[src/signed_int_to_decimal_ascii_core_assert.svh]
// Assertion macros used by the decimal text converter RTL.
// Expects signals clk and arst_n in the scope of each use.
`ifndef SIGNED_INT_TO_DECIMAL_ASCII_CORE_ASSERT_SVH
`define SIGNED_INT_TO_DECIMAL_ASCII_CORE_ASSERT_SVH

// Same-cycle implication, disabled during reset
`define SIDASC_ASSERT_NOW(label, ante, cons, msg) \
	label: assert property (@(posedge clk) disable iff (!arst_n) (ante) |-> (cons)) \
		else $error(msg);

// Next-cycle implication, disabled during reset
`define SIDASC_ASSERT_NEXT(label, ante, cons, msg) \
	label: assert property (@(posedge clk) disable iff (!arst_n) (ante) |=> (cons)) \
		else $error(msg);

`endif

[src/sidasc_pkg.sv]
// Shared constants and helpers for the signed integer to decimal text converter.
// No dependencies.
package sidasc_pkg;

	// Default width of the input integer
	localparam int VALUE_WIDTH_DEF = 32;

	// Character and digit encoding
	localparam int CHAR_W  = 6;
	localparam int DIGIT_W = 4;
	localparam logic [CHAR_W-1:0] CHAR_ZERO  = 6'd48;
	localparam logic [CHAR_W-1:0] CHAR_MINUS = 6'd45;

	// Double-dabble correction: digits of five or more get three added
	localparam logic [DIGIT_W-1:0] DABBLE_LIMIT  = 4'd5;
	localparam logic [DIGIT_W-1:0] DABBLE_ADJUST = 4'd3;
	localparam logic [DIGIT_W-1:0] DIGIT_MAX     = 4'd9;

	// Shift steps done by one pipeline stage
	localparam int STEPS_PER_STAGE = 8;

	// Decimal digits that cover any unsigned value of w bits (1233/4096 ~ log10 2)
	function automatic int num_digits(input int w);
		return ((w * 1233) >> 12) + 1;
	endfunction

	// Number of dabble stages for w bits
	function automatic int num_stages(input int w);
		return (w + STEPS_PER_STAGE - 1) / STEPS_PER_STAGE;
	endfunction

endpackage

[src/sidasc_dabble_stage.sv]
// One registered stage of the binary to BCD shift-and-add-three converter.
// Depends on sidasc_pkg.
module sidasc_dabble_stage #(
	parameter int VALUE_WIDTH = sidasc_pkg::VALUE_WIDTH_DEF,
	parameter int NDIG        = sidasc_pkg::num_digits(sidasc_pkg::VALUE_WIDTH_DEF),
	parameter int FIRST_STEP  = 0
) (
	input  logic                                  clk,
	input  logic                                  arst_n,
	input  logic                                  in_vld,
	output logic                                  in_rdy,
	input  logic                                  in_neg,
	input  logic [NDIG*sidasc_pkg::DIGIT_W-1:0]   in_bcd,
	input  logic [VALUE_WIDTH-1:0]                in_bin,
	output logic                                  out_vld,
	input  logic                                  out_rdy,
	output logic                                  out_neg,
	output logic [NDIG*sidasc_pkg::DIGIT_W-1:0]   out_bcd,
	output logic [VALUE_WIDTH-1:0]                out_bin
);

	localparam int DW     = sidasc_pkg::DIGIT_W;
	localparam int BCD_W  = NDIG * DW;
	localparam int REMAIN = VALUE_WIDTH - FIRST_STEP;
	localparam int STEPS  = (REMAIN > sidasc_pkg::STEPS_PER_STAGE) ?
		sidasc_pkg::STEPS_PER_STAGE : REMAIN;

	// _s2 registers: output of this dabble stage
	logic                 vld_s2;
	logic                 neg_s2;
	logic [BCD_W-1:0]     bcd_s2;
	logic [VALUE_WIDTH-1:0] bin_s2;

	logic [BCD_W-1:0]     bcd_v;
	logic [VALUE_WIDTH-1:0] bin_v;

	// Shift-and-add-three over this stage's bits
	always_comb begin
		bcd_v = in_bcd;
		bin_v = in_bin;
		for (int k = 0; k < STEPS; k++) begin
			for (int d = 0; d < NDIG; d++) begin
				if (bcd_v[d*DW +: DW] >= sidasc_pkg::DABBLE_LIMIT) begin
					bcd_v[d*DW +: DW] = bcd_v[d*DW +: DW] + sidasc_pkg::DABBLE_ADJUST;
				end
			end
			{bcd_v, bin_v} = {bcd_v[BCD_W-2:0], bin_v, 1'b0};
		end
	end

	// Stage moves when empty or when downstream takes its contents
	assign in_rdy = !vld_s2 || out_rdy;

	always_ff @(posedge clk or negedge arst_n) begin
		if (!arst_n) begin
			vld_s2 <= 1'b0;
		end else if (in_rdy) begin
			vld_s2 <= in_vld;
		end
	end

	always_ff @(posedge clk) begin
		if (in_rdy && in_vld) begin
			neg_s2 <= in_neg;
			bcd_s2 <= bcd_v;
			bin_s2 <= bin_v;
		end
	end

	assign out_vld = vld_s2;
	assign out_neg = neg_s2;
	assign out_bcd = bcd_s2;
	assign out_bin = bin_s2;

endmodule

[src/sidasc_emit.sv]
// Character serializer: suppresses leading zeros and sends sign and digits.
// Depends on sidasc_pkg and signed_int_to_decimal_ascii_core_assert.svh.
`include "signed_int_to_decimal_ascii_core_assert.svh"

module sidasc_emit #(
	parameter int NDIG = sidasc_pkg::num_digits(sidasc_pkg::VALUE_WIDTH_DEF)
) (
	input  logic                                clk,
	input  logic                                arst_n,
	input  logic                                in_vld,
	output logic                                in_rdy,
	input  logic                                in_neg,
	input  logic [NDIG*sidasc_pkg::DIGIT_W-1:0] in_bcd,
	output logic                                m_tvalid,
	input  logic                                m_tready,
	output logic [7:0]                          m_tdata,   // [5:0] character, [7:6] zero
	output logic                                m_tlast
);

	localparam int DW    = sidasc_pkg::DIGIT_W;
	localparam int BCD_W = NDIG * DW;
	localparam int IDX_W = (NDIG > 1) ? $clog2(NDIG) : 1;

	logic              busy_q;
	logic              neg_q;
	logic [IDX_W-1:0]  idx_q;
	logic [BCD_W-1:0]  digits_q;

	logic [IDX_W-1:0]  top_idx;
	logic [DW-1:0]     digit;
	logic              fire;
	logic              is_last;
	logic              load;
	logic [sidasc_pkg::CHAR_W-1:0] char_v;

	// Highest nonzero digit of the incoming request, zero if all are zero
	always_comb begin
		top_idx = '0;
		for (int d = 0; d < NDIG; d++) begin
			if (in_bcd[d*DW +: DW] != '0) begin
				top_idx = IDX_W'(d);
			end
		end
	end

	assign digit   = digits_q[idx_q*DW +: DW];
	assign fire    = m_tvalid && m_tready;
	assign is_last = !neg_q && (idx_q == '0);
	assign in_rdy  = !busy_q || (fire && is_last);
	assign load    = in_vld && in_rdy;

	// Sign first, then digits from the top down
	always_ff @(posedge clk or negedge arst_n) begin
		if (!arst_n) begin
			busy_q <= 1'b0;
			neg_q  <= 1'b0;
			idx_q  <= '0;
		end else if (load) begin
			busy_q <= 1'b1;
			neg_q  <= in_neg;
			idx_q  <= top_idx;
		end else if (fire) begin
			if (neg_q) begin
				neg_q <= 1'b0;
			end else if (idx_q == '0) begin
				busy_q <= 1'b0;
			end else begin
				idx_q <= idx_q - 1'b1;
			end
		end
	end

	always_ff @(posedge clk) begin
		if (load) begin
			digits_q <= in_bcd;
		end
	end

	// Output character
	always_comb begin
		if (neg_q) begin
			char_v = sidasc_pkg::CHAR_MINUS;
		end else begin
			char_v = sidasc_pkg::CHAR_ZERO + {{(sidasc_pkg::CHAR_W-DW){1'b0}}, digit};
		end
	end

	assign m_tvalid = busy_q;
	assign m_tdata  = {{(8-sidasc_pkg::CHAR_W){1'b0}}, char_v};
	assign m_tlast  = is_last;

	// Text continues after a non-final character
	`SIDASC_ASSERT_NEXT(a_text_continues, fire && !is_last, m_tvalid, "text cut short")
	// Every digit sent is a valid decimal digit
	`SIDASC_ASSERT_NOW(a_digit_bcd, busy_q && !neg_q, digit <= sidasc_pkg::DIGIT_MAX,
		"digit out of range")
	// First digit of a number is nonzero unless it is the only one
	`SIDASC_ASSERT_NEXT(a_no_lead_zero, load, (digit != '0) || (idx_q == '0),
		"leading zero sent")

endmodule

[src/signed_int_to_decimal_ascii_core.sv]
// Top level of the signed integer to decimal ASCII converter.
// Depends on sidasc_pkg, sidasc_dabble_stage and sidasc_emit.
//
// Each request on the slave side carries one two's complement integer; the master side
// returns its decimal text as ASCII characters, most significant first, a leading '-'
// for negative values, no leading zeros, a single '0' for zero, and tlast on the final
// character. A request passes a sign/magnitude register, then ceil(VALUE_WIDTH/8)
// shift-and-add-three stages (up to eight bits each), then the character serializer,
// which registers it before presenting its first character on the master side. The
// serializer sends one character per cycle over the single output port while m_tready
// is high, so a number of n characters (1 to 11 at 32 bits) holds the port until all n
// are taken, and the next request's first character can follow its last one directly.
// The pipeline keeps accepting requests while the serializer is busy until its stages
// are full.
module signed_int_to_decimal_ascii_core #(
	parameter int VALUE_WIDTH = sidasc_pkg::VALUE_WIDTH_DEF
) (
	input  logic                               clk,
	input  logic                               arst_n,
	input  logic                               s_tvalid,
	output logic                               s_tready,
	input  logic [((VALUE_WIDTH+7)/8)*8-1:0]   s_tdata,   // [VALUE_WIDTH-1:0] value
	output logic                               m_tvalid,
	input  logic                               m_tready,
	output logic [7:0]                         m_tdata,   // [5:0] character
	output logic                               m_tlast    // last
);

	localparam int NDIG  = sidasc_pkg::num_digits(VALUE_WIDTH);
	localparam int BCD_W = NDIG * sidasc_pkg::DIGIT_W;
	localparam int NST   = sidasc_pkg::num_stages(VALUE_WIDTH);

	// Stage 1: sign and magnitude (most negative value fits unsigned)
	logic                   vld_s1;
	logic                   neg_s1;
	logic [VALUE_WIDTH-1:0] mag_s1;
	logic [VALUE_WIDTH-1:0] value_v;

	// Links between stages: index 0 is stage 1's output
	logic                   vld_l [NST+1];
	logic                   rdy_l [NST+1];
	logic                   neg_l [NST+1];
	logic [BCD_W-1:0]       bcd_l [NST+1];
	logic [VALUE_WIDTH-1:0] bin_l [NST+1];

	assign value_v  = s_tdata[VALUE_WIDTH-1:0];
	assign s_tready = !vld_s1 || rdy_l[0];

	always_ff @(posedge clk or negedge arst_n) begin
		if (!arst_n) begin
			vld_s1 <= 1'b0;
		end else if (s_tready) begin
			vld_s1 <= s_tvalid;
		end
	end

	always_ff @(posedge clk) begin
		if (s_tvalid && s_tready) begin
			neg_s1 <= value_v[VALUE_WIDTH-1];
			mag_s1 <= value_v[VALUE_WIDTH-1] ? (~value_v + 1'b1) : value_v;
		end
	end

	assign vld_l[0] = vld_s1;
	assign neg_l[0] = neg_s1;
	assign bcd_l[0] = '0;
	assign bin_l[0] = mag_s1;

	// Binary to BCD stages
	for (genvar i = 0; i < NST; i++) begin : g_dabble
		sidasc_dabble_stage #(
			.VALUE_WIDTH (VALUE_WIDTH),
			.NDIG        (NDIG),
			.FIRST_STEP  (i * sidasc_pkg::STEPS_PER_STAGE)
		) u_stage (
			.clk     (clk),
			.arst_n  (arst_n),
			.in_vld  (vld_l[i]),
			.in_rdy  (rdy_l[i]),
			.in_neg  (neg_l[i]),
			.in_bcd  (bcd_l[i]),
			.in_bin  (bin_l[i]),
			.out_vld (vld_l[i+1]),
			.out_rdy (rdy_l[i+1]),
			.out_neg (neg_l[i+1]),
			.out_bcd (bcd_l[i+1]),
			.out_bin (bin_l[i+1])
		);
	end

	// Character serializer
	sidasc_emit #(
		.NDIG (NDIG)
	) u_emit (
		.clk      (clk),
		.arst_n   (arst_n),
		.in_vld   (vld_l[NST]),
		.in_rdy   (rdy_l[NST]),
		.in_neg   (neg_l[NST]),
		.in_bcd   (bcd_l[NST]),
		.m_tvalid (m_tvalid),
		.m_tready (m_tready),
		.m_tdata  (m_tdata),
		.m_tlast  (m_tlast)
	);

endmodule
[config.mk]
export PLATFORM = sky130hd
export DESIGN_NAME = signed_int_to_decimal_ascii_core
export DESIGN_NICKNAME = d
export VERILOG_FILES = /design/src/sidasc_pkg.sv /design/src/sidasc_dabble_stage.sv /design/src/sidasc_emit.sv /design/src/signed_int_to_decimal_ascii_core.sv
export VERILOG_INCLUDE_DIRS = /design/src /design/src/src
export SDC_FILE = /design/constraint.sdc
export NUM_CORES = 1
export LEC_CHECK = 0
export BUFFER_PORTS_ARGS = -buffer_cell sky130_fd_sc_hd__buf_2
export CORE_UTILIZATION = 38
export DETAILED_ROUTE_END_ITERATION = 8
export GPL_ROUTABILITY_DRIVEN = 0
export PLACE_DENSITY = 0.53
export SLEW_MARGIN = 40
export SYNTH_ARGS = -nofsm -noshare
export SYNTH_HDL_FRONTEND = slang
export SYNTH_SLANG_ARGS = --single-unit
[constraint.sdc]
create_clock -name clk -period 10.25 [get_ports clk]
set_clock_uncertainty 0.2 [all_clocks]
set_input_delay 1.025 -clock clk [delete_from_list [all_inputs] [get_ports clk]]
set_output_delay 1.025 -clock clk [all_outputs]
set_load 0.005 [all_outputs]
==> summary.md, run 1 <==
| Metric | Value |
|---|---|
| Post-CTS Setup Repair Bufs | 0 |
| Post-synthesis simple-gate area fraction | 19.85% |
| # rows | 98 |
| Die height | ~270 µm |
| Synthesis-to-layout area growth | 7.987% |
| Largest cells by area after synthesis | edfxtp_1, ha_1, a21oi_1 |
| Post-synth EDFFs | 227 |
| Total Wirelength | between 50000 and 60000 µm |
| Clock Latency Late Sink | around 0.57 ns |
| Worst setup path class | reg -> reg |
| PostCTS Resize Cnt | 0 |
| Run status | finished clean |
| DRT Pass-1 Iters | 8 |
| Die outline width | 271.7 µm |
| Largest family of logic cells by synthesized area | compound AO/OA/AOI/OAI gates |
| Critical Path End Type | register |
| Antenna diodes | 0 |
| CP dominant cell by count | ha_1 |
| Total GRT Usage | between 10% and 20% |
| Primary FF master, synth | edfxtp_1 |
| Max frequency | 133.4 MHz |
| Dpl hpwl | 44380 µm |
| Initial antenna violation count | 2 |
| Initial Utilization | 38.55% |
| NumNets Final | roughly 3600 |
| Buffers added on ports | 43 |
| Iteration-0 DRC Markers | ~1400 |
| Yosys top cell area share | roughly a quarter |
| Yosys reg bits | ~240 |
| Die area | 73850 µm² |
| Largest area contributor in the netlist | edfxtp_1 |
| Clock tree from TritonCTS | yes |
| Slew margin rel. | about half |
| Clock Sinks | about 240 |
| Reg2reg path depth | 32 |
| Adder-Cell Fraction of Synth Area | just under 7% |
| Critical Path Fanout Max | 10 |
| Worst-Margin Slew | roughly 0.76 ns |
| CP startpoint | g_dabble[2].u_stage.out_bcd[24] |
| Crit path depth | 32 |
| Average wire per standard cell | about 13 µm |
| Crit path time final | around 7.5 ns |
| Reg2reg end | g_dabble[3].u_stage.out_bcd[38] |
| Synth warnings | 0 |
| CTS max path bufs | 3 |
| Worst-path clk slew | 0.07 ns |
| Number of global-route vias before repair | about 22000 |
| Busiest grt layer | met2 |
| CTS Buf Count | 29 |
| Ratio of cells with drive above 1 in the final layout | about a tenth |
| Sequential fraction of the synthesis area | ~26% |
| Global-route wire length before repair | about 100000 µm |
| Root Buffer | clkbuf_16 |
| Multiplexer area fraction after synthesis | a little under 7% |
| Via/cell ratio | about 5.5 |
| Multi-input gate area | between 15000 and 20000 µm² |
| Largest net degree at the start of global routing | 42 |
| Synth Area in Compound Gates | a little under a third |
| Most frequent cells in the layout | nand2_1, nor2_1, a21oi_1, edfxtp_1, o21ai_0 |
| CP Data Required Time | 10.35 ns |
| # fillers | about 7000 |
| CTS H-Tree Depth | 1 |
| RSZ-0062 raised after global routing | false |
| Bufs and invs on worst path | 4 |
| Synth unique cells | about 120 |
| Leading cell type in the layout, fill and taps excluded | nand2_1 |
| R2R Setup Slk | 2.75 ns |
| Core box area | between 70000 and 80000 µm² |
| Max cap viols | 0 |
| DR DRC count | 0 |
| Reg2reg start | g_dabble[2].u_stage.out_bcd[24] |
| Sequential Area | 7093 µm² |
| Peak per-stage delay on the critical path | approximately 0.48 ns |
| CP top delay family | compound AO/OA/AOI/OAI gates |
| HP Class | in -> async |
| Total negative slack | 0 ns |
| CP max-delay cell | edfxtp_1 |
| Async S/R FF share, synth | about 4.6% |
| IO Count | 47 |
| CP Launch Type | register |
| Met3 usage | 1.406% |
| Post-Syn Area | between 20000 and 30000 µm² |
| Post-Syn Instances | between 3000 and 4000 |
| Tcrit/Tclk final | 73.15% |
| Post-synthesis xor/xnor area fraction | just over 5% |
| Gr ovfl total | 0 |
| Critical Path End | g_dabble[3].u_stage.out_bcd[38] |
| CP arrival | around 7.6 ns |
| Cts hold-fix bufs | 0 |
| Met1 usage | between 20% and 30% |
| Setup Viol. Count Final | 0 |
| Fin. max-slew vios | 0 |
| Final Hold Fails | 0 |
| Via Count | around 24000 |
| ANT nets after route | 0 |
| Syn avg cell area | a little over 8 µm² |
| GRT met2 Usage | between 20% and 30% |
## per-layer routing
metal	vias up	wire (µm)
met1	11052	29770
met3	43	1262
met2	220	26350
li1	12801	-
met5	-	0
met4	0	688
## cell type report
class	instances	area share, %
flip-flops and latches	238	23.76
well taps	950	3.981
repair buffers	55	1.022
inverters	238	2.992
clock buffers	34	2.493
clock inverters	19	0.8884
multi-input cells	2823	64.87
## worst min path at each step
stage / start / end / cells past startpoint / slack (ns)
after floorplan: mag_s1[24] / g_dabble[0].u_stage.out_bcd[0] / 0 / 0.20
after global placement: mag_s1[18] / g_dabble[0].u_stage.out_bin[26] / 0 / 0.20
after detailed placement: mag_s1[5] / g_dabble[0].u_stage.out_bin[13] / 0 / 0.20
after CTS: arst_n / vld_s1 / 1 / 0.16
after global routing: arst_n / vld_s1 / 1 / 0.17
final: arst_n / g_dabble[3].u_stage.out_vld / 1 / 0.18
## cells by family after synthesis
group	Yosys count
compound gates	1235
other cells	2
flops	238
simple gates	1117
xor+xnor	149
buf+inv	325
mux	169
fa+ha+maj	150
## through the flow
step / cells / setup WS, ns / hold slack, ns / util [%] / area (µm²)
6_report: 4357 / 2.752 / 0.1850 / 41.63 / 29860
3_5_place_dp: 4304 / 2.802 / 0.2045 / 40.19 / 28830
5_1_grt: 4357 / 1.903 / 0.1727 / 41.63 / 29860
3_3_place_gp: 4304 / 2.877 / 0.2017 / 40.15 / 28800
4_1_cts: 4357 / 2.776 / 0.1617 / 41.60 / 29840
2_1_floorplan: 3386 / 3.581 / 0.2003 / - / 27650
## state kept, by name (all words and copies together), names as in the netlist
register and flops:
g_dabble.u_stage.out_bcd 102, g_dabble.u_stage.out_bin 48, u_emit.digits_q 40, mag_s1 32, g_dabble.u_stage.out_neg 4, g_dabble.u_stage.out_vld 4
u_emit.idx_q 4, neg_s1 1, u_emit.m_tvalid 1, u_emit.neg_q 1, vld_s1 1
## cell usage after synthesis, types with 31 or more instances
cell type,n
nand2b_1,77
nor2_1,283
or3_1,37
mux2_2,54
nor2b_1,42
a31oi_1,49
xnor2_1,106
mux2i_1,94
clkbuf_1,60
a21o_1,57
edfxtp_1,227
o211ai_1,49
nand3_1,78
o22ai_1,39
o31ai_1,36
xor2_1,31
inv_1,210
and2_1,66
o21a_1,37
o21ai_0,215
o21ai_1,71
a21oi_1,246
a211oi_1,54
nand2_1,300
nor3_1,79
ha_1,148
Power of run 1 is left out: the tool's default activity adds up to more than one toggle a clock period on the data nets, which glitch-free logic cannot reach.
==> run 2: changes to the inputs <==
--- a/config.mk
+++ b/config.mk
@@ -6,11 +6,12 @@
 export SDC_FILE = /design/constraint.sdc
 export NUM_CORES = 1
 export LEC_CHECK = 0
+export ABC_AREA = 1
 export BUFFER_PORTS_ARGS = -buffer_cell sky130_fd_sc_hd__buf_2
 export CORE_UTILIZATION = 38
 export DETAILED_ROUTE_END_ITERATION = 8
 export GPL_ROUTABILITY_DRIVEN = 0
-export PLACE_DENSITY = 0.53
+export PLACE_DENSITY = 0.55
 export SLEW_MARGIN = 40
 export SYNTH_ARGS = -nofsm -noshare
 export SYNTH_HDL_FRONTEND = slang
==> constraint.sdc (replaced) <==
create_clock -name clk -period 6.6 [get_ports clk]
set_clock_uncertainty 0.2 [all_clocks]
set_input_delay 0.66 -clock clk [delete_from_list [all_inputs] [get_ports clk]]
set_output_delay 0.66 -clock clk [all_outputs]
set_load 0.005 [all_outputs]
==> run 2 against run 1 <==
Critical path depth up 13. Hold slack lost 0.085 ns. Via count decreased by 14%. Sequential share of layout area is 2.5 points higher. Setup slack got worse by 2.1 ns. Final cell count grew 1.1%. Register-to-register slack lost 2.1 ns. Area after synthesis is 11% lower. Final area is 9.5% lower.
==> summary.md, run 2 <==
| Metric | Value |
|---|---|
| DRT Pass-1 Iters | 5 (was 8) |
| Adder-Cell Fraction of Synth Area | 7.538% (was 6.774%) |
| Sequential fraction of the synthesis area | 28.87% (was 25.65%) |
| Crit path time final | 5.955 ns (was 7.498 ns) |
| Synth warnings | 0 (unchanged) |
| Die outline width | 256.3 µm (was 271.7 µm) |
| Run status | finished clean (unchanged) |
| Synth Area in Compound Gates | 8.063% (was 31.11%) |
| Antenna diodes | 0 (unchanged) |
| Tcrit/Tclk final | 90.23% (was 73.15%) |
| Yosys top cell area share | 27.75% (was 24.65%) |
| Most common cell in the netlist | nand2_1 (unchanged) |
| Average wire per standard cell | 10.51 µm (was 13.33 µm) |
| Number of global-route vias before repair | 19471 (was 21788) |
| Post-synthesis xor/xnor area fraction | 4.151% (was 5.100%) |
| Critical Path Fanout Max | 5 (was 10) |
| CP Launch Type | register (unchanged) |
| Total negative slack | 0 ns (unchanged) |
| Clock Latency Late Sink | 0.58 ns (was 0.57 ns) |
| Global-route wire length before repair | 82710 µm (was 100100 µm) |
| Buffers added on ports | 43 (unchanged) |
| Synth unique cells | 53 (was 124) |
| ANT nets after route | 0 (unchanged) |
| Setup Viol. Count Final | 0 (unchanged) |
| Largest family of logic cells by synthesized area | simple AND/OR/NAND/NOR gates (was compound AO/OA/AOI/OAI gates) |
| CP dominant cell by count | nand2_1 (was ha_1) |
| Total Wirelength | 46290 µm (was 58070 µm) |
| CP Data Required Time | 6.71 ns (was 10.35 ns) |
| Initial Utilization | 38.73% (was 38.55%) |
| Clock Sinks | 238 (unchanged) |
| Largest register FFs | 102 (unchanged) |
| CTS H-Tree Depth | 1 (unchanged) |
| CP max-delay cell | edfxtp_1 (unchanged) |
| Ratio of cells with drive above 1 in the final layout | 17.50% (was 10.21%) |
| Largest area contributor in the netlist | edfxtp_1 (unchanged) |
| Root Buffer | clkbuf_16 (unchanged) |
| Multiplexer area fraction after synthesis | 0% (was 6.919%) |
| Fin. max-slew vios | 0 (unchanged) |
| Iteration-0 DRC Markers | 789 (was 1449) |
| Reg2reg start | g_dabble[1].u_stage.out_bcd[12] (was g_dabble[2].u_stage.out_bcd[24]) |
| NumNets Final | 3721 (was 3569) |
| Slew margin rel. | 50.80% (was 48.62%) |
| Post-synth EDFFs | 227 (unchanged) |
| Die height | 256.3 µm (was 271.7 µm) |
| Synthesis-to-layout area growth | 9.993% (was 7.987%) |
| Leading cell types by count after synthesis | nand2_1, inv_1, nand3_1 (was nand2_1, nor2_1, a21oi_1) |
| DR DRC count | 0 (unchanged) |
| Worst setup path class | reg -> reg (unchanged) |
| Syn avg cell area | 7.094 µm² (was 8.168 µm²) |
| CTS max path bufs | 3 (unchanged) |
| Via/cell ratio | 4.712 (was 5.535) |
| Max cap viols | 0 (unchanged) |
| Async S/R FF share, synth | 4.622% (unchanged) |
| Via Count | 20756 (was 24116) |
| Post-Syn Area | 24570 µm² (was 27650 µm²) |
| RSZ-0062 raised after global routing | false (unchanged) |
| CTS Buf Count | 28 (was 29) |
| Die area | 65670 µm² (was 73850 µm²) |
| Post-synthesis simple-gate area fraction | 41.97% (was 19.85%) |
| CP arrival | 6.06 ns (was 7.60 ns) |
| Total GRT Usage | 14.22% (was 15.25%) |
| Largest net degree at the start of global routing | 49 (was 42) |
| CP startpoint | g_dabble[1].u_stage.out_bcd[12] (was g_dabble[2].u_stage.out_bcd[24]) |
| Largest cells by area after synthesis | edfxtp_1, nand2_1, inv_1 (was edfxtp_1, ha_1, a21oi_1) |
| Peak per-stage delay on the critical path | 0.42 ns (was 0.48 ns) |
| Yosys reg bits | 238 (unchanged) |
| Dpl hpwl | 37930 µm (was 44380 µm) |
| Gr ovfl total | 0 (unchanged) |
| Initial antenna violation count | 0 (was 2) |
| IO Count | 47 (unchanged) |
| Max frequency | 167.9 MHz (was 133.4 MHz) |
| Leading cell type in the layout, fill and taps excluded | nand2_1 (unchanged) |
| Most frequent cells in the layout | nand2_1, inv_1, nand3_1, edfxtp_1, nand2_2 (was nand2_1, nor2_1, a21oi_1, edfxtp_1, o21ai_0) |
| Primary FF master, synth | edfxtp_1 (unchanged) |
| Post-Syn Instances | 3463 (was 3385) |
| # rows | 92 (was 98) |
| HP Class | in -> reg (was in -> async) |
| Critical Path End Type | register (unchanged) |
| Hold Crit Start | s_tvalid |
| Worst-Margin Slew | 0.7372 ns (was 0.7608 ns) |
| Core box area | 63430 µm² (was 71730 µm²) |
| Clock tree from TritonCTS | yes (unchanged) |
| Final Hold Fails | 0 (unchanged) |
| Worst-path clk slew | 0.07 ns (about the same) |
| Placed Cells | 4348 (was 4304) |
| Non-Filler Instances | 4405 (was 4357) |
[run 2: cell types whose count changed after synthesis, moves of 58 or more]
cell	delta
o21ai_2	+58
mux2i_1	-94
nand3_2	+116
inv_1	+358
nand2_2	+209
nor2_1	-192
nand4_1	+124
xnor2_1	-91
nand2b_1	-77
nand2_1	+757
nand3_1	+250
o21ai_0	-134
a21oi_1	-203
nor3_1	-72
[run 2: repair_timing]
item,CTS,global route
resized for setup,0,23
hold buffers,1,0
setup buffers,0,4
endpoints found under the hold margin,11,0
endpoints found under the setup margin,0,18
[run 2: cell type report]
cell class | instances | area (µm²)
Timing Repair Buffer | 55 | 335.3
Sequential cell | 238 | 7092
Multi-Input combinational cell | 2615 | 15300
Inverter | 599 | 2248
Clock inverter | 22 | 280.3
Fill cell | 6614 | 36400
Clock buffer | 30 | 708.2
Tap cell | 846 | 1059
[run 2: kinds of logic (layout without fill, tap and decap cells)]
| group | count (synthesis) | after routing |
|---|---|---|
| other | 2 | 3 |
| XOR/XNOR | 101 | 101 |
| flip-flops | 238 | 238 |
| AND/OR/NAND/NOR | 2065 | 2065 |
| buffers and inverters | 611 | 706 |
| adder cells (fa/ha/maj) | 148 | 148 |
| AO/OA/AOI/OAI | 298 | 298 |
[run 2: path summary, 6_finish.rpt]
| check | endpoint | slack, ns | cells past startpoint |
|---|---|---|---|
| setup / recovery | g_dabble[2].u_stage.out_bcd[18] | 0.64 | 45 |
| max in group asynchronous | u_emit.idx_q[2] | 5.66 | 2 |
| hold reg to reg | g_dabble[1].u_stage.out_bin[22] | 0.22 | 0 |
| hold / removal | vld_s1 | 0.10 | 3 |
| min in group asynchronous | vld_s1 | 0.30 | 2 |
| setup reg to reg | g_dabble[2].u_stage.out_bcd[18] | 0.64 | 45 |
[run 2: stage by stage]
stage                     area, µm²  setup WS [ns]  util (%)  hold slack, ns
after floorplan               24570         0.8460         -          0.1644
after global placement        25850         0.4020     40.75          0.2008
after detailed placement      25890         0.3716     40.82          0.2045
after CTS                     26890         0.3462     42.39         0.06419
after global routing          27020       0.001805     42.60         0.08943
final                         27020         0.6448     42.60          0.1001
[run 2: layer usage]
| metal | part of all wire, % | up-vias | GRT usage (%) |
|---|---|---|---|
| met5 | 0 | - | 0 |
| met4 | 1.8 | 0 | 2.728 |
| met3 | 1.7 | 50 | 1.483 |
| met2 | 48 | 91 | 26.17 |
| met1 | 49 | 9104 | 17.85 |
| li1 | - | 11511 | - |
[run 2: worst max-delay path: cells and delay by family, from the launching register on]
family / cells / cell delay (ns)
simple gates: 32 / 3.43
fa+ha+maj: 7 / 1.21
flops: 1 / 0.42
buf+inv: 6 / 0.41
Power of run 2 is left out for the same reason.
